**src/hw/rtl/rcpc_pkg.sv**
```systemverilog
// Shared types and constants for the ray / convex polyhedron clipper.
// No dependencies.
package rcpc_pkg;
  localparam int MaxFaces = 16;
  localparam int CntW = $clog2(MaxFaces + 1);
  localparam int DotW = 50;
  localparam int NumW = DotW + 16;
  localparam int QueueDepth = 2;

  // Face work handed from the front (dot products) to the back (divide, bounds).
  typedef struct packed {
    logic                   used;     // face takes part in the clip
    logic                   last;     // final face of the ray
    logic [CntW-1:0]        pos;      // face position in the ray
    logic signed [DotW-1:0] vd;
    logic signed [DotW-1:0] vn;
  } face_t;

  typedef enum logic [1:0] {
    BkIdle,
    BkDiv,
    BkUpd,
    BkOut
  } bk_state_e;
endpackage

```
**src/hw/rtl/rcpc_back.sv**
```systemverilog
// Back part: restoring divider for t, bound update and result register.
// Depends on rcpc_pkg.
module rcpc_back import rcpc_pkg::*; (
  input  logic               clk_i,
  input  logic               rst_ni,
  input  logic               q_valid_i,
  output logic               q_ready_o,
  input  face_t              q_data_i,
  output logic               valid_o,
  input  logic               ready_i,
  output logic               hit_o,
  output logic signed [31:0] dist_in_o,
  output logic signed [31:0] dist_out_o,
  output logic signed [4:0]  face_in_o,
  output logic signed [4:0]  face_out_o
);
  localparam int StepW = $clog2(NumW + 1);
  bk_state_e st_q, st_d;
  face_t     f_q;
  logic [NumW-1:0] quo_q, rem_q, den_q;
  logic [StepW-1:0] n_q;
  logic signed [31:0] near_q, far_q;
  logic signed [4:0]  nf_q, ff_q;
  logic               miss_q;
  logic               neg;
  logic signed [31:0] t;
  logic [NumW:0]      trial;
  logic               take, par;
  logic               r_hit;
  logic signed [4:0]  r_fin, r_fout;

  assign par  = f_q.vd == '0;
  assign neg  = f_q.vn[DotW-1] == f_q.vd[DotW-1] && f_q.vn != '0;
  assign take = q_valid_i && st_q == BkIdle;
  assign q_ready_o = st_q == BkIdle;
  assign trial = {rem_q, quo_q[NumW-1]} - {1'b0, den_q};

  // Saturate quotient to the sentinels.
  always_comb begin
    if (neg) t = (quo_q > NumW'(32'h8000_0000)) ? 32'sh8000_0000 : -quo_q[31:0];
    else t = (quo_q > NumW'(32'h7fff_ffff)) ? 32'sh7fff_ffff : quo_q[31:0];
  end

  // Next state.
  always_comb begin
    st_d = st_q;
    case (st_q)
      BkIdle: if (take) st_d = BkDiv;
      BkDiv: begin
        if (!f_q.used || miss_q || par) st_d = BkUpd;
        else if (n_q == StepW'(NumW - 1)) st_d = BkUpd;
      end
      BkUpd: st_d = f_q.last ? BkOut : BkIdle;
      BkOut: if (!valid_o || ready_i) st_d = BkIdle;
      default: st_d = BkIdle;
    endcase
  end

  // Result decision.
  always_comb begin
    r_hit = 1'b0;
    r_fin = -5'sd1;
    r_fout = -5'sd1;
    if (!miss_q) begin
      if (near_q > 0) begin
        if (near_q < far_q) begin
          r_hit = 1'b1;
          r_fin = nf_q;
          r_fout = ff_q;
        end
      end else if (far_q > 0) begin
        r_hit = 1'b1;
        r_fout = ff_q;
      end
    end
  end

  always_ff @(posedge clk_i or negedge rst_ni) begin
    if (!rst_ni) begin
      st_q <= BkIdle;
      near_q <= 32'sh8000_0000;
      far_q <= 32'sh7fff_ffff;
      nf_q <= -5'sd1;
      ff_q <= -5'sd1;
      miss_q <= 1'b0;
      valid_o <= 1'b0;
    end else begin
      st_q <= st_d;
      if (st_q == BkUpd && f_q.used && !miss_q) begin
        if (par) begin
          if (!f_q.vn[DotW-1] && f_q.vn != '0) miss_q <= 1'b1;
        end else if (f_q.vd[DotW-1]) begin
          if (t > near_q) begin
            near_q <= t;
            nf_q <= 5'(f_q.pos);
          end
        end else if (t < far_q) begin
          far_q <= t;
          ff_q <= 5'(f_q.pos);
        end
      end
      if (st_q == BkOut && (!valid_o || ready_i)) begin
        valid_o <= 1'b1;
        near_q <= 32'sh8000_0000;
        far_q <= 32'sh7fff_ffff;
        nf_q <= -5'sd1;
        ff_q <= -5'sd1;
        miss_q <= 1'b0;
      end else if (ready_i) begin
        valid_o <= 1'b0;
      end
    end
  end

  // Divider datapath and result payload.
  always_ff @(posedge clk_i) begin
    if (take) begin
      f_q <= q_data_i;
      n_q <= '0;
      rem_q <= '0;
      quo_q <= NumW'(q_data_i.vn[DotW-1] ? -q_data_i.vn : q_data_i.vn) << 16;
      den_q <= NumW'(q_data_i.vd[DotW-1] ? -q_data_i.vd : q_data_i.vd);
    end else if (st_q == BkDiv) begin
      n_q <= n_q + 1'b1;
      if (!trial[NumW]) begin
        rem_q <= trial[NumW-1:0];
        quo_q <= {quo_q[NumW-2:0], 1'b1};
      end else begin
        rem_q <= {rem_q[NumW-2:0], quo_q[NumW-1]};
        quo_q <= {quo_q[NumW-2:0], 1'b0};
      end
    end
    if (st_q == BkOut && (!valid_o || ready_i)) begin
      hit_o <= r_hit;
      dist_in_o <= near_q;
      dist_out_o <= far_q;
      face_in_o <= r_fin;
      face_out_o <= r_fout;
    end
  end
endmodule

```
**config.mk**
```make
export PLATFORM = sky130hd
export DESIGN_NAME = rcpc_back
export DESIGN_NICKNAME = d
export VERILOG_FILES = /design/src/hw/rtl/rcpc_pkg.sv /design/src/hw/rtl/rcpc_back.sv
export SDC_FILE = /design/constraint.sdc
export NUM_CORES = 1
export LEC_CHECK = 0
export BUFFER_PORTS_ARGS = -buffer_cell sky130_fd_sc_hd__buf_2
export CAP_MARGIN = 40
export CORE_AREA = 2 2 279 281
export CTS_BUF_LIST = sky130_fd_sc_hd__clkbuf_8
export CTS_CLUSTER_DIAMETER = 50
export DETAILED_ROUTE_END_ITERATION = 8
export DIE_AREA = 0 0 281 283
export HOLD_SLACK_MARGIN = 0.06
export SLEW_MARGIN = 25
export SYNTH_ARGS = -nofsm -noshare
export SYNTH_HDL_FRONTEND = slang
export SYNTH_SLANG_ARGS = --single-unit
```
**constraint.sdc**
```tcl
create_clock -name clk_i -period 6.1 [get_ports clk_i]
set_input_delay 0 -clock clk_i [delete_from_list [all_inputs] [get_ports clk_i]]
set_output_delay 0 -clock clk_i [all_outputs]
set_load 0.02 [all_outputs]
```
Word-level counts from Yosys, hierarchy flattened --
Index checks and enable logic that the tools add are counted.
Word-level totals: register bits 465, output and inout bits 77, word-level logic and storage cells 123, bits of input ports 111
Cells by class: order comparisons 7, equal/unequal tests 10, reduce and logical (&&, ||, !) cells 29, bitwise gates (word level) 2, mux-type cells 47, add/subtract/negate cells 5
Operators by type and width (count):
- $mux 32 | 13
- $mux 66 | 3
- $sub 67x66->67 | 1
- $gt 66x31->1 const B | 1
- $gt 66x32->1 const B | 1
- $neg 50->66 | 1
- $mux 5 | 13
- $gt 32x1->1 const B | 2
- $lt 32x32->1 | 2
- $logic_not 50->1 | 1
- $mux 50 | 1
- $neg 50->50 | 1
- $reduce_bool 50->1 | 1
- $mux 49 | 1
- $gt 32x32->1 | 1
- $neg 32->32 | 1
- $reduce_bool 2->1 | 8
- $mux 1 | 10
- $mux 2 | 5
- $ne 2x1->1 const B | 4
- $pmux 2 s4 | 1
- $reduce_and 4->1 | 2
- $add 7x1->7 const B | 1
- $eq 7x7->1 const B | 1
- 11 further kinds | 24

Longest topological paths before layout --
Gate-level depths: netlist of run 1.
depth in word-level cells 9, depth in mapped cells 23, mapped depth without buffers 21

Least setup slack after synthesis of run 1 --
OpenSTA, ideal clock, no wires.
kind reg-to-reg, start register st_q[0], end register quo_q[13], path slack -654 ps, data required time 5725 ps, clock period less this slack 6754 ps, arrival 6380 ps, buffers on the path 2, cell stages (with the launch flop) 7, library setup time 375 ps, path through dfrtp_1 clkbuf_1 nor2_1 nand2_1 inv_1 clkbuf_1 o21ai_0
Between the ends: cells in the longest elaborated chain, start to end 2, elaborated cells between the ends (all ways) 3, those cells by class 1 x eq/ne; 2 x reduce/logical
RTL lines:
- from (decl) | RTL line rcpc_back.sv:18 | bk_state_e st_q, st_d;
- from (signal assigned) | RTL line rcpc_back.sv:80 | st_q <= BkIdle;
- from (signal assigned) | RTL line rcpc_back.sv:88 | st_q <= st_d;
- $logic_not 2->1
- named net q_ready_o | RTL line rcpc_back.sv:7 | output logic q_ready_o,
- $logic_and 1x1->1 | RTL line rcpc_back.sv:34 | assign take = q_valid_i && st_q == BkIdle;
- named net take | RTL line rcpc_back.sv:28 | logic take, par;
- to (signal assigned) | RTL line rcpc_back.sv:121 | quo_q <= NumW'(q_data_i.vn[DotW-1] ? -q_data_i.vn : q_data_i.vn) << 16;
- to (signal assigned) | RTL line rcpc_back.sv:127 | quo_q <= {quo_q[NumW-2:0], 1'b1};
- to (signal assigned) | RTL line rcpc_back.sv:130 | quo_q <= {quo_q[NumW-2:0], 1'b0};
- to (decl) | RTL line rcpc_back.sv:20 | logic [NumW-1:0] quo_q, rem_q, den_q;
The timed path passes the listed nets, and every way through them passes these cells. A chain may end at the register's enable or synchronous reset.

Worst setup path in the final report of run 1 --
start register quo_q[12], end register near_q[0]
Between the ends: cells in the longest elaborated chain, start to end 8, elaborated cells between the ends (all ways) 14, those cells by class 1 x add/sub; 3 x order compare; 8 x mux; 2 x reduce/logical
RTL lines:
- $gt 66x31->1 / $gt 66x32->1 (equally long branches) | RTL line rcpc_back.sv:41, rcpc_back.sv:40
- $mux 32, on equally long branches | RTL line rcpc_back.sv:41, rcpc_back.sv:40
- $mux 32 (*) | RTL line rcpc_back.sv:40 | if (neg) t = (quo_q > NumW'(32'h8000_0000)) ? 32'sh8000_0000 : -quo_q[31:0];
- parallel branches: the longest is 5 deep, another holds $gt 32x32->1
- to (signal assigned) | RTL line rcpc_back.sv:94 | near_q <= t;
- to (decl) | RTL line rcpc_back.sv:22 | logic signed [31:0] near_q, far_q;
Every way passes the cells marked *. The select of a mux whose other input is x is not followed.

==> out/metrics.sh, run 1 <==
RUN_STATUS='finished, final reports clean'
GRT_START_MAX_NET_PINS=117
DIE_AREA_UM2=79500
SYN_AREA_UM2=26500
IRDROPWORSTVDD_mV=0.217
RELSLEWSLACK_PCT=43.8
YS_ASYNC_SR_FRACTION_PCT=16.8
CRITICAL_PATH_ARRIVAL_NS=6.31
ANTENNA_FOUND_INITIAL=1
PLACE.DETAILED.HPWL_UM=50200
CRITICAL_PATH_REQUIRED_NS=6.66
FINAL-HOLD-VIOLATION-COUNT=0
SYNTH_TOP_FAMILY_BY_AREA='compound AO/OA/AOI/OAI gates'
WL_PER_CELL_UM=17.1
FINALCOREUTILIZATION_PCT=42.3
FINALSETUPVIOLCOUNT=0
CRITICAL_SETUP_PATH_KIND='register to register'
CLK_PATH_BUF_DEPTH=3
SYNTH.YOSYS.SEQ_AREA_SHARE_PCT=47.9
DIE_W_UM=281
FP-ROW-COUNT=102
GRT_PASS1_VIAS=21100
YOSYSWARNINGS=0
SYN_INST=2661
DRT_ITER0_DRC=1334
DRT_FIRST_PASS_ITERS=5
CRIT_PATH_END_KIND='register'
SYNTH-COMPOUND-AREA-SHARE_PCT=15.7
ARITHMETIC_CELL_SHARE_OF_THE_SYNTHESIZED_AREA_COUNTING_FULL_ADDERS_HALF_ADDERS_AND_MAJORITY_GATES_PCT=7.86
SYNTHMUXAREASHARE_PCT=3.63
GRT_PASS1_WL_UM=114000
TIGHTEST_SLEW_NS=0.835
CLKTRANSATPATHREGS_NS=0.06
P_PER_AREA_nW_PER_UM2=414
SUM_OF_ROUTED_WIRE_LENGTH_OVER_ALL_LAYERS_UM=71400
SYNTHXORXNORAREAFRAC_PCT=5.28
TRITONCTS='done'
DRT_DRC=0
ROUTED_VIA_DENSITY=5.14
MAX-CAP-VIOLATIONS=0
DIEHEIGHT_UM=283
VIAS=21400
NUMBER_OF_UNIQUE_STANDARD_CELL_TYPES_USED_BY_SYNTHESIS=85
MIN-DELAY-PATH-CLASS='input port to register'
ROUTABILITYCONGESTION=0.883
YOSYS_REGISTER_BITS=464
LEADING_POST_SYNTHESIS_CELLS_BY_CELL_AREA='sky130_fd_sc_hd__edfxtp_1 34%, sky130_fd_sc_hd__ha_1 7.8%, sky130_fd_sc_hd__dfxtp_1 6.7%, sky130_fd_sc_hd__o21ai_0 4.5%, sky130_fd_sc_hd__dfstp_2 4.2%'
REPORT.FINAL.SLEW_VIOL_COUNT=0
SYNTH_FLOP_CELL='sky130_fd_sc_hd__edfxtp_1'
INITIAL_UTILIZATION_PCT=34.6
NUMCLOCKSINKS=464
CLKLATENCYLATEPIN_NS=0.69
CRIT_PATH_MAX_FANOUT=40
TIMING.FINAL.WS_SETUP_NS=0.351
SYNTH_TOP_CELL_AREA_SHARE_PCT=33.6
DEPTH_OF_THE_CTS_H_TREE=3
TRACK_USAGE_PCT=17.7
GLOBALROUTE.TOTALOVERFLOW=0
NUMCTSBUFFERS=86
SYNTH.AVG_CELL_AREA_UM2=9.97
DP_SLACK_NS=0.136
GRT_SETUP_UNREPAIRED='false'
FMAX_MHz=174
PIN_COUNT=188
YOSYSTOPAREACELL='sky130_fd_sc_hd__edfxtp_1'
WORSTSETUPSTARTPOINTTYPE='register'
SYNTH.MOST_COMMON_CELL='sky130_fd_sc_hd__edfxtp_1'
FINCLKSKEW_NS=0.0442
SYNTH_EDF_COUNT=297
TOTAL_NUMBER_OF_NETS_IN_THE_FINAL_DESIGN=3335
CTS_ROOT_BUFFER='sky130_fd_sc_hd__clkbuf_8'
SYN2LAYOUT_AREA_GROWTH_PCT=22.3
PERIOD_NEEDED_NS=5.75
DRIVE_ABOVE_1_SHARE_PCT=14.5
POWER.STATIC_LEAKAGE_nW=12.8
FIN_SETUP_TNS_NS=0
DETAIL-ROUTE-ANTENNA-NETS=0
MIN_PERIOD_OVER_PERIOD_PCT=94.2
CORE_AREA_UM2=76700
PORT_BUFFERS=187
SYNTH.TOP_CELLS.BY_COUNT='297 x sky130_fd_sc_hd__edfxtp_1, 255 x sky130_fd_sc_hd__nand2_1, 240 x sky130_fd_sc_hd__o21ai_0'
POST_SYNTH_SIMPLE_GATE_AREA_PCT=15.3
==> critical path: stages, from the launching register on <==
cell,delay (ns)
sky130_fd_sc_hd__dfxtp_1,0.37
sky130_fd_sc_hd__or3_1,0.43
sky130_fd_sc_hd__nand3b_1,0.27
sky130_fd_sc_hd__or4_4,0.54
sky130_fd_sc_hd__or3_4,0.36
sky130_fd_sc_hd__or4b_4,0.55
sky130_fd_sc_hd__o211a_1,0.24
sky130_fd_sc_hd__o21ai_2,0.26
sky130_fd_sc_hd__ha_1,0.30
sky130_fd_sc_hd__nand4_1,0.12
sky130_fd_sc_hd__nor3_1,0.08
sky130_fd_sc_hd__and3_1,0.20
sky130_fd_sc_hd__and4_1,0.22
sky130_fd_sc_hd__a221oi_1,0.31
sky130_fd_sc_hd__o21ai_0,0.18
sky130_fd_sc_hd__o41ai_2,0.43
sky130_fd_sc_hd__a21oi_4,0.16
sky130_fd_sc_hd__buf_16,0.21
sky130_fd_sc_hd__buf_12,0.18
sky130_fd_sc_hd__a211oi_1,0.24
==> through the flow <==
step           total power [W]  cell area (um^2)  std cells  hold slack [ns]
2_1_floorplan          0.00876             26600       2676           -0.296
3_3_place_gp            0.0103             28700       3825           0.0121
3_5_place_dp            0.0104             28900       3831           0.0214
4_1_cts                 0.0135             32300       4162           0.0605
5_1_grt                 0.0144             32400       4168           0.0801
6_report                0.0134             32400       4168            0.109
==> worst paths after layout <==
| check | slack (ns) | depth (start not counted) | to | start |
|---|---|---|---|---|
| max in group asynchronous | 4.99 | 4 | ff_q[4] | rst_ni |
| min reg2reg | 0.48 | 2 | rem_q[34] | rem_q[34] |
| max reg2reg | 0.35 | 19 | near_q[0] | quo_q[12] |
| min | 0.11 | 2 | f_q[0] | q_data_i[0] |
| max | 0.35 | 19 | near_q[0] | quo_q[12] |
| min in group asynchronous | 0.47 | 3 | far_q[19] | rst_ni |
==> registers in the layout (all words and copies together) (netlist names), 32 cells and up <==
name and flops:
f_q 107, quo_q 66, rem_q 66, den_q 65
dist_in_o 32, dist_out_o 32, far_q 32, near_q 32
==> cell usage in the layout, fill, tap and decap left out, types with 12 or more instances in the layout <==
master / instances
sky130_fd_sc_hd__inv_1: 185
sky130_fd_sc_hd__clkinv_1: 18
sky130_fd_sc_hd__or3_1: 38
sky130_fd_sc_hd__buf_4: 47
sky130_fd_sc_hd__o21ai_0: 240
sky130_fd_sc_hd__ha_1: 165
sky130_fd_sc_hd__o21a_1: 12
sky130_fd_sc_hd__nand3_1: 72
sky130_fd_sc_hd__nor3_1: 49
sky130_fd_sc_hd__a21oi_1: 144
sky130_fd_sc_hd__mux2i_1: 93
sky130_fd_sc_hd__nand2b_1: 24
sky130_fd_sc_hd__or4_1: 13
sky130_fd_sc_hd__o311ai_0: 14
sky130_fd_sc_hd__nor2b_1: 17
sky130_fd_sc_hd__dfxtp_1: 89
sky130_fd_sc_hd__nor2_1: 169
sky130_fd_sc_hd__xor2_1: 65
sky130_fd_sc_hd__clkbuf_8: 94
sky130_fd_sc_hd__dlygate4sd3_1: 173
sky130_fd_sc_hd__o211ai_1: 21
sky130_fd_sc_hd__a21o_1: 52
sky130_fd_sc_hd__dfstp_2: 42
sky130_fd_sc_hd__conb_1: 16
sky130_fd_sc_hd__nor4_1: 61
sky130_fd_sc_hd__nand2_1: 254
sky130_fd_sc_hd__nand4_1: 54
sky130_fd_sc_hd__dfrtp_1: 36
sky130_fd_sc_hd__edfxtp_1: 297
sky130_fd_sc_hd__o21bai_1: 17
sky130_fd_sc_hd__o41ai_1: 16
sky130_fd_sc_hd__xnor2_1: 95
sky130_fd_sc_hd__buf_2: 186
sky130_fd_sc_hd__o31ai_1: 55
sky130_fd_sc_hd__or2_2: 19
==> logic make-up (layout without fill, tap and decap cells) <==
group                    count (synthesis)  after routing
adder cells (fa/ha/maj)                166            166
other                                    1             17
XOR/XNOR                               160            160
buffers and inverters                  289            740
multiplexers                            96             96
AO/OA/AOI/OAI                          661            661
AND/OR/NAND/NOR                        824            824
flip-flops                             464            464
==> where the power goes <==
part           internal (W)  total [W]  switching (W)
clock               0.00156    0.00294        0.00137
sequential          0.00454    0.00515       0.000616
combinational       0.00199    0.00535        0.00336
==> metal layers <==
layer  part of all wire (%)  global-route usage [%]  vias to the layer above  wire length, um
li1                       -                       -                    10600                -
met1                     46                    23.7                    10100            32800
met2                     46                    28.4                      563            32700
met3                    4.8                    3.08                      146             3420
met4                    3.3                    6.62                        0             2370
met5                      0                       0                        -                0
==> what timing repair did <==
action,4_1_cts,5_1_grt
endpoints found under the hold margin,253,0
setup buffers,0,1
hold buffers,174,0
endpoints found under the setup margin,0,34
resized for setup,0,4
==> cell type report <==
cell class              count  area (um^2)
diodes                      1         2.50
inverters                 164          631
multi-input cells        1923        12800
clock inverters            63          404
fillers                  7465        44300
flip-flops and latches    464        12700
repair buffers            419         3300
well taps                1040         1300
clock buffers              94         1290
Note: power is estimated with default switching activity, not from simulation.
==> run 2: changes to the inputs <==
--- a/config.mk
+++ b/config.mk
@@ -5,13 +5,14 @@
 export SDC_FILE = /design/constraint.sdc
 export NUM_CORES = 1
 export LEC_CHECK = 0
+export ABC_AREA = 1
 export BUFFER_PORTS_ARGS = -buffer_cell sky130_fd_sc_hd__buf_2
 export CAP_MARGIN = 40
-export CORE_AREA = 2 2 279 281
+export CORE_AREA = 2 2 282 284
 export CTS_BUF_LIST = sky130_fd_sc_hd__clkbuf_8
 export CTS_CLUSTER_DIAMETER = 50
 export DETAILED_ROUTE_END_ITERATION = 8
-export DIE_AREA = 0 0 281 283
+export DIE_AREA = 0 0 284 286
 export HOLD_SLACK_MARGIN = 0.06
 export SLEW_MARGIN = 25
 export SYNTH_ARGS = -nofsm -noshare
==> run 2 against run 1 <==
Compared with the run above: clock skew up 0.013 ns; utilization down 0.65 points; sequential share of layout area down 0.23 points; first-iteration DRC count up 37%; critical path type unchanged; synthesized cell count up 20%; global-route usage up 1.5 points; largest cell class is now flip-flops and latches; hold slack better by 0.0031 ns; register-to-register slack better by 0.27 ns.
==> out/metrics.sh, run 2 <==
CRITICAL_PATH_ARRIVAL_NS=6.05  # was 6.31 ns
DRIVE_ABOVE_1_SHARE_PCT=13.2  # was 14.5%
CRIT_PATH_MAX_FANOUT=65  # was 40
DRT_DRC=0  # unchanged
CRIT_PATH_MAX_INCR_DELAY_NS=0.50  # was 0.55 ns
DP_SLACK_NS=0.804  # was 0.136 ns
TOP_REGS='f_q x107, quo_q x66, rem_q x66'  # unchanged
P_PER_AREA_nW_PER_UM2=499  # was 414 nW/um^2
RUN_STATUS='finished, final reports clean'  # unchanged
MOSTFREQUENTLAYOUTCELLS='622 x sky130_fd_sc_hd__nand2_1, 432 x sky130_fd_sc_hd__inv_1, 306 x sky130_fd_sc_hd__nor2_1'  # was 297 x sky130_fd_sc_hd__edfxtp_1, 254 x sky130_fd_sc_hd__nand2_1, 240 x sky130_fd_sc_hd__o21ai_0
CRITICAL_SETUP_PATH_KIND='register to register'  # unchanged
CTS_ROOT_BUFFER='sky130_fd_sc_hd__clkbuf_8'  # unchanged
ROUTABILITYCONGESTION=0.941  # was 0.883
TIMING.FINAL.WS_SETUP_NS=0.624  # was 0.351 ns
DETAIL-ROUTE-ANTENNA-NETS=0  # unchanged
CP_CELL_SEQUENCE='nor3_1 > nand2_1 > nor2_1 > nand4_1 > nor4_1 > nand3_1 > nor2_1 > xor2_1 > a21oi_1 > ha_1 > nand2_1 > nor2_1 > nand4_1 > nor4_1 > nand2_1 > nand2_1 > xnor2_1 > nand2_1 > buf_4 > nand2_2 > buf_4 > nand3_1 > o21ai_0'  # was or3_1 > nand3b_1 > or4_4 > or3_4 > or4b_4 > o211a_1 > o21ai_2 > ha_1 > nand4_1 > nor3_1 > and3_1 > and4_1 > a221oi_1 > o21ai_0 > o41ai_2 > a21oi_4 > buf_16 > buf_12 > a211oi_1
CLK_PATH_BUF_DEPTH=3  # unchanged
STARTPOINT='quo_q[2]'  # was quo_q[12]
PERIOD_NEEDED_NS=5.48  # was 5.75 ns
GRT_PASS1_VIAS=22700  # was 21.1k
IRDROPWORSTVDD_mV=0.287  # was 0.217 mV
WORSTSETUPSTARTPOINTTYPE='register'  # unchanged
FILLERINSTANCES=7907  # was 7,465
SYNTH.TOP_CELLS.BY_COUNT='623 x sky130_fd_sc_hd__nand2_1, 411 x sky130_fd_sc_hd__inv_1, 310 x sky130_fd_sc_hd__nor2_1'  # was 297 x sky130_fd_sc_hd__edfxtp_1, 255 x sky130_fd_sc_hd__nand2_1, 240 x sky130_fd_sc_hd__o21ai_0
REGISTER_CONTAINING_THE_MOST_FLIP_FLOPS_IN_THE_FINAL_LAYOUT='f_q'  # unchanged
CRIT_PATH_END_KIND='register'  # unchanged
SUM_OF_ROUTED_WIRE_LENGTH_OVER_ALL_LAYERS_UM=78900  # was 71,400 um
CORE_AREA_UM2=78400  # was 76,700 um^2
VIAS=23500  # was 21.4k
INITIAL_UTILIZATION_PCT=34.7  # was 34.6%
FIN_SETUP_TNS_NS=0  # unchanged
SYNTH_TOP_CELL_AREA_SHARE_PCT=32.8  # was 33.6%
NUMCLOCKSINKS=464  # unchanged
DIE_W_UM=284  # was 281 um
R2R_CELLS=23  # was 19
SYN2LAYOUT_AREA_GROWTH_PCT=20.0  # was 22.3%
FINCLKSKEW_NS=0.0573  # was 0.0442 ns
FLOP_TO_FLOP_SETUP_SLACK_NS=0.62  # was 0.35 ns
FINALCOREUTILIZATION_PCT=41.7  # was 42.3%
TRACK_USAGE_PCT=19.2  # was 17.7%
SYNTH.AVG_CELL_AREA_UM2=8.53  # was 9.97 um^2
LARGEST_REGISTER_FFS=107  # unchanged
GRT_PASS1_WL_UM=125000  # was 114,000 um
DRT_ITER0_DRC=1825  # was 1,334
TRITONCTS='done'  # unchanged
TOTAL_NUMBER_OF_NETS_IN_THE_FINAL_DESIGN=3839  # was 3,335
SYN_AREA_UM2=27200  # was 26,500 um^2
FINALSETUPVIOLCOUNT=0  # unchanged
SYNTH.MOST_COMMON_CELL='sky130_fd_sc_hd__nand2_1'  # was sky130_fd_sc_hd__edfxtp_1
DRT_FIRST_PASS_ITERS=6  # was 5
PLACE.DETAILED.HPWL_UM=58600  # was 50,200 um
CLKLATENCYLATEPIN_NS=0.70  # was 0.69 ns
CRITICAL_PATH_REQUIRED_NS=6.68  # was 6.66 ns
MIN_PERIOD_OVER_PERIOD_PCT=89.8  # was 94.2%
DIE_AREA_UM2=81200  # was 79,500 um^2
GRT_START_MAX_NET_PINS=191  # was 117
R2R-END='near_q[18]'  # was near_q[0]
FINAL-HOLD-VIOLATION-COUNT=0  # unchanged
DIEHEIGHT_UM=286  # was 283 um
FINAL_COMMON_CELL='sky130_fd_sc_hd__nand2_1'  # was sky130_fd_sc_hd__edfxtp_1
YOSYSTOPAREACELL='sky130_fd_sc_hd__edfxtp_1'  # unchanged
PORT_BUFFERS=187  # unchanged
LEADING_POST_SYNTHESIS_CELLS_BY_CELL_AREA='sky130_fd_sc_hd__edfxtp_1 33%, sky130_fd_sc_hd__nand2_1 8.6%, sky130_fd_sc_hd__ha_1 7.6%, sky130_fd_sc_hd__dfxtp_1 6.5%, sky130_fd_sc_hd__inv_1 5.7%'  # was sky130_fd_sc_hd__edfxtp_1 34%, sky130_fd_sc_hd__ha_1 7.8%, sky130_fd_sc_hd__dfxtp_1 6.7%, sky130_fd_sc_hd__o21ai_0 4.5%, sky130_fd_sc_hd__dfstp_2 4.2%
WORST_R2R_STARTPOINT='quo_q[2]'  # was quo_q[12]
SYNTH.YOSYS.SEQ_AREA_SHARE_PCT=46.7  # was 47.9%
YOSYSWARNINGS=0  # unchanged
RELSLEWSLACK_PCT=40.2  # was 43.8%
GLOBALROUTE.TOTALOVERFLOW=0  # unchanged
CRIT_TOP_CELL='sky130_fd_sc_hd__nand2_1'
REPORT.FINAL.SLEW_VIOL_COUNT=0  # unchanged
SLOWEST_STAGE_CELL_CP='sky130_fd_sc_hd__buf_4'  # was sky130_fd_sc_hd__or4b_4
DEPTH_OF_THE_CTS_H_TREE=3  # unchanged
ROUTED_VIA_DENSITY=5.02  # was 5.14
YS_ASYNC_SR_FRACTION_PCT=16.8  # unchanged
SYN_INST=3189  # was 2,661
YOSYS_REGISTER_BITS=464  # unchanged
FMAX_MHz=183  # was 174 MHz
TIGHTEST_SLEW_NS=0.885  # was 0.835 ns
ANTENNA_FOUND_INITIAL=16  # was 1
GRT_SETUP_UNREPAIRED='false'  # unchanged
MAX-CAP-VIOLATIONS=0  # unchanged
MIN-DELAY-PATH-CLASS='input port to register'  # unchanged
TIMING.CRITICAL_PATH.TO='near_q[18]'  # was near_q[0]
CLKTRANSATPATHREGS_NS=0.06  # about the same
NUMBER_OF_UNIQUE_STANDARD_CELL_TYPES_USED_BY_SYNTHESIS=68  # was 85
SYNTH_FLOP_CELL='sky130_fd_sc_hd__edfxtp_1'  # unchanged
FP-ROW-COUNT=103  # was 102
WL_PER_CELL_UM=16.8  # was 17.1 um
PIN_COUNT=188  # unchanged
POWER.STATIC_LEAKAGE_nW=14.0  # was 12.8 nW
NUMCTSBUFFERS=83  # was 86
SYNTH_EDF_COUNT=297  # unchanged
run 2: cell types whose count changed after synthesis, moves of 49 or more:
| cell | change |
|---|---|
| sky130_fd_sc_hd__clkbuf_1 | -49 |
| sky130_fd_sc_hd__a21oi_1 | +50 |
| sky130_fd_sc_hd__nand2_1 | +368 |
| sky130_fd_sc_hd__inv_1 | +248 |
| sky130_fd_sc_hd__nor2_1 | +140 |
| sky130_fd_sc_hd__o21ai_0 | -92 |
| sky130_fd_sc_hd__mux2i_1 | -94 |
| sky130_fd_sc_hd__o211ai_1 | +50 |
| sky130_fd_sc_hd__nand3_1 | +59 |
run 2: critical path, delay by kind of cell, from the launching register on:
family / cells / cell delay [ns]
XOR/XNOR: 2 / 0.29
AO/OA/AOI/OAI: 2 / 0.31
buffers and inverters: 2 / 0.68
AND/OR/NAND/NOR: 16 / 3.22
adder cells (fa/ha/maj): 1 / 0.46
flip-flops: 1 / 0.37
run 2: worst min path at each step:
stage	startpoint	endpoint	slack, ns	cells after the start
final	q_data_i[42]	f_q[42]	0.11	2
after floorplan	rst_ni	far_q[31]	-0.30	0
after global placement	rst_ni	near_q[2]	-0.11	1
after global routing	q_data_i[42]	f_q[42]	0.07	2
after CTS	q_data_i[75]	f_q[75]	0.06	2
after detailed placement	rst_ni	near_q[0]	-0.10	1
run 2: per-layer routing:
layer | part of all wire, % | up-vias | GRT usage [%] | routed length [um]
met5 | 0.098 | - | 0 | 77
met2 | 42 | 749 | 28.8 | 33400
li1 | - | 11700 | - | -
met4 | 3.1 | 12 | 6.58 | 2430
met3 | 6.6 | 156 | 4.05 | 5220
met1 | 48 | 10900 | 27.4 | 37800
run 2: layout make-up:
| class | instances | area (um^2) | share of cell area (%) |
|---|---|---|---|
| repair buffers | 360 | 2680 | 8.21 |
| diodes | 10 | 25.0 | 0.0767 |
| inverters | 431 | 1620 | 4.96 |
| clock buffers | 91 | 1250 | 3.84 |
| flip-flops and latches | 464 | 12700 | 38.9 |
| multi-input cells | 2222 | 12600 | 38.6 |
| well taps | 1050 | 1310 | 4.02 |
| clock inverters | 64 | 450 | 1.38 |
run 2: per-stage QoR:
stage,power (W),instance area [um^2],instances,hold WS [ns]
2_1_floorplan,0.0110,27300,3204,-0.296
3_3_place_gp,0.0131,29300,4376,-0.108
3_5_place_dp,0.0132,29400,4381,-0.103
4_1_cts,0.0163,32600,4678,0.0620
5_1_grt,0.0176,32600,4692,0.0722
6_report,0.0163,32600,4692,0.112
run 2: report_power, final:
| part | internal (W) | switching, W |
|---|---|---|
| Combinational | 0.00262 | 0.00512 |
| Clock | 0.00161 | 0.00138 |
| Sequential | 0.00477 | 0.000788 |
| Total | 0.00900 | 0.00729 |
run 2: logic make-up after synthesis:
family                     synth area share (%)
xor gates and xnor gates                   3.96
buffers and inverters                      7.35
other                                    0.0138
adders and majority gates                  7.66
DFF                                        46.7
AOI/OAI and AO/OA                          13.2
and+or+nand+nor                            21.1
run 2: timing repair:
action                    CTS  global route
hold buffers              142             0
hold endpoints to repair  294             0
gates resized for setup     0             0
setup buffers               0             0
==> run 3: changes to the inputs <==
==> constraint.sdc (replaced) <==
create_clock -name clk_i -period 6.25 [get_ports clk_i]
set_input_delay 0 -clock clk_i [delete_from_list [all_inputs] [get_ports clk_i]]
set_output_delay 0 -clock clk_i [all_outputs]
set_load 0.02 [all_outputs]
==> run 3 against run 2 <==
Compared with the run above: non-clock buffer count did not move; largest cell class unchanged; highest routed layer unchanged; wire length fell by 0.87%; register-to-register slack improved by 0.58 ns.
==> out/metrics.sh, run 3 (same netlist as run 2, synthesis figures left out) <==
RUN_STATUS='finished, final reports clean'  # unchanged
DETAIL-ROUTE-ANTENNA-NETS=0  # unchanged
SYN2LAYOUT_AREA_GROWTH_PCT=19.9  # was 20.0%
RELSLEWSLACK_PCT=25.2  # was 40.2%
LARGEST_REGISTER_FFS=107  # unchanged
CRITICAL_PATH_REQUIRED_NS=6.82  # was 6.68 ns
FINCLKSKEW_NS=0.0458  # was 0.0573 ns
DRT_ITER0_DRC=1970  # was 1,825
MOSTFREQUENTLAYOUTCELLS='622 x sky130_fd_sc_hd__nand2_1, 441 x sky130_fd_sc_hd__inv_1, 306 x sky130_fd_sc_hd__nor2_1'  # was 622 x sky130_fd_sc_hd__nand2_1, 432 x sky130_fd_sc_hd__inv_1, 306 x sky130_fd_sc_hd__nor2_1
IRDROPWORSTVDD_mV=0.254  # was 0.287 mV
TOTAL_NUMBER_OF_NETS_IN_THE_FINAL_DESIGN=3842  # was 3,839
CP_CELL_SEQUENCE='nor2_1 > nand2_1 > nor2_1 > nand2_1 > nor2_1 > nand2_2 > nand2_2 > nand2_1 > o31ai_1 > ha_1 > nand2_1 > nor2_1 > a211oi_1 > o221ai_1 > a21oi_1 > nand2_2 > nand2_4 > nand3_2 > buf_4 > nand3_1 > nand2_1'  # was nor3_1 > nand2_1 > nor2_1 > nand4_1 > nor4_1 > nand3_1 > nor2_1 > xor2_1 > a21oi_1 > ha_1 > nand2_1 > nor2_1 > nand4_1 > nor4_1 > nand2_1 > nand2_1 > xnor2_1 > nand2_1 > buf_4 > nand2_2 > buf_4 > nand3_1 > o21ai_0
REGISTER_CONTAINING_THE_MOST_FLIP_FLOPS_IN_THE_FINAL_LAYOUT='f_q'  # unchanged
CLKLATENCYLATEPIN_NS=0.68  # was 0.70 ns
TOP_REGS='f_q x107, quo_q x66, rem_q x66'  # unchanged
CRIT_TOP_CELL='sky130_fd_sc_hd__nand2_1'  # unchanged
CTS_ROOT_BUFFER='sky130_fd_sc_hd__clkbuf_8'  # unchanged
POWER_FRAC_CLOCK_PCT=17.9  # was 18.4%
P_PER_AREA_nW_PER_UM2=487  # was 499 nW/um^2
CRITICAL_PATH_ARRIVAL_NS=5.61  # was 6.05 ns
DRIVE_ABOVE_1_SHARE_PCT=13.6  # was 13.2%
NUMCTSBUFFERS=86  # was 83
MAX-CAP-VIOLATIONS=0  # unchanged
DEPTH_OF_THE_CTS_H_TREE=3  # unchanged
GRT_SETUP_UNREPAIRED='false'  # unchanged
CRIT_PATH_MAX_INCR_DELAY_NS=0.76  # was 0.50 ns
CRITICAL_SETUP_PATH_KIND='register to register'  # unchanged
GRT_PASS1_WL_UM=124000  # was 125,000 um
INITIAL_UTILIZATION_PCT=34.7  # unchanged
ROUTABILITYCONGESTION=0.935  # was 0.941
CRITICAL_PATH_BUF_INV_COUNT=1  # was 2
SUM_OF_ROUTED_WIRE_LENGTH_OVER_ALL_LAYERS_UM=78300  # was 78,900 um
POWER.SHARE.COMBINATIONAL_PCT=48.0  # was 47.5%
DIE_W_UM=284  # unchanged
MIN-DELAY-PATH-CLASS='input port to register'  # unchanged
REPORT.FINAL.SLEW_VIOL_COUNT=0  # unchanged
FIN_SETUP_TNS_NS=0  # unchanged
TIMING.CRITICAL_PATH.MAX_DELAY_FAMILY='simple AND/OR/NAND/NOR gates'  # unchanged
PIN_COUNT=188  # unchanged
SW_FRAC_OF_TOTAL_PCT=44.6  # was 44.8%
CLK_PATH_BUF_DEPTH=3  # unchanged
TOTAL_SWITCHING_POWER_W=0.00709  # was 0.00729 W
WL_PER_CELL_UM=16.6  # was 16.8 um
TRACK_USAGE_PCT=19.0  # was 19.2%
PERIOD_NEEDED_NS=5.04  # was 5.48 ns
FINAL-HOLD-VIOLATION-COUNT=0  # unchanged
DIEHEIGHT_UM=286  # unchanged
ROUTED_VIA_DENSITY=4.97  # was 5.02
WORSTSETUPSTARTPOINTTYPE='register'  # unchanged
GRT_START_MAX_NET_PINS=188  # was 191
PLACE.DETAILED.HPWL_UM=58400  # was 58,600 um
FP-ROW-COUNT=103  # unchanged
POWER.STATIC_LEAKAGE_nW=14.1  # was 14.0 nW
FINALSETUPVIOLCOUNT=0  # unchanged
SEQ_POWER_SHARE_PCT=34.0  # was 34.1%
PORT_BUFFERS=187  # unchanged
DRT_FIRST_PASS_ITERS=6  # unchanged
DIE_AREA_UM2=81200  # unchanged
GLOBALROUTE.TOTALOVERFLOW=0  # unchanged
NUMCLOCKSINKS=464  # unchanged
FMAX_MHz=198  # was 183 MHz
VIAS=23400  # was 23.5k
POST-LAYOUT-TOTAL-POWER_W=0.0159  # was 0.0163 W
SLOWEST_STAGE_CELL_CP='sky130_fd_sc_hd__o31ai_1'  # was sky130_fd_sc_hd__buf_4
ANTENNA_FOUND_INITIAL=20  # was 16
FINAL_COMMON_CELL='sky130_fd_sc_hd__nand2_1'  # unchanged
INTERNAL_POWER_W=0.00879  # was 0.00900 W
DRT_DRC=0  # unchanged
CLKTRANSATPATHREGS_NS=0.06  # about the same
TRITONCTS='done'  # unchanged
CRIT_PATH_MAX_FANOUT=37  # was 65
MIN_PERIOD_OVER_PERIOD_PCT=80.7  # was 89.8%
CRIT_PATH_END_KIND='register'  # unchanged
GRT_PASS1_VIAS=22600  # was 22.7k
TIGHTEST_SLEW_NS=1.12  # was 0.885 ns
CORE_AREA_UM2=78400  # unchanged
==> run 3: cell types whose count changed in the layout (fill, tap and decap cells not counted), sizes merged <==
| cell | change |
|---|---|
| clkinv | -4 |
| dlygate4sd3 | -11 |
| inv | +7 |
| buf | +11 |
| clkbuf | +6 |
| bufinv | -3 |
| diode | +3 |
==> run 3: metrics by stage <==
step | hold slack (ns) | utilization, % | cells | worst slack [ns] | cell area [um^2]
6_report | 0.106 | 41.6 | 4701 | 1.21 | 32600
2_1_floorplan | -0.296 | - | 3204 | 1.99 | 27300
3_5_place_dp | -0.0593 | 37.7 | 4393 | 1.31 | 29500
3_3_place_gp | -0.0622 | 37.6 | 4390 | 1.43 | 29500
4_1_cts | 0.0612 | 41.6 | 4686 | 1.32 | 32600
5_1_grt | 0.0791 | 41.6 | 4699 | 0.901 | 32600
==> run 3: worst paths after layout <==
check                           slack [ns]   endpoint           from  cells after the start
max in group asynchronous             5.14     miss_q         rst_ni                      4
worst max-delay path                  1.21  far_q[31]      quo_q[57]                     21
min in group asynchronous             0.39  near_q[2]         rst_ni                      4
worst min-delay path                  0.11   f_q[106]  q_data_i[106]                      2
worst min register to register        0.47    ff_q[3]        ff_q[3]                      2
worst max register to register        1.21  far_q[31]      quo_q[57]                     21
==> run 3: final cells by class <==
type                       instances  area, um^2
clock inverter                    64         354
tap                             1050        1310
sequential                       464       12700
antenna                           13        32.5
multi-input combinational       2222       12600
timing repair buffer             360        2670
inverter                         431        1620
fill                            7919       45700
clock buffer                      97        1340
==> run 3: power by group through the flow <==
| stage | Combinational [W] | Clock (W) | Sequential (W) |
|---|---|---|---|
| 2_1_floorplan | 0.00534 | 0 | 0.00541 |
| 3_3_place_gp | 0.00737 | 0 | 0.00543 |
| 3_5_place_dp | 0.00747 | 0 | 0.00544 |
| 4_1_cts | 0.00758 | 0.00291 | 0.00539 |
| 5_1_grt | 0.00861 | 0.00306 | 0.00553 |
| 6_report | 0.00763 | 0.00285 | 0.00541 |
==> run 3: metal layers <==
metal	global-route usage, %	routed length, um	up-vias
met2	29.1	34000	689
met3	3.72	5290	122
met5	0	112	-
li1	-	-	11700
met4	5.14	1590	16
met1	27.3	37300	10900
==> run 3: what timing repair did <==
action                                 in CTS  in global routing
hold buffers                              132                  0
endpoints found under the hold margin     283                  0
buffers inserted                            0                  0
setup endpoints to repair                   0                  0
gates resized for setup                     0                  0
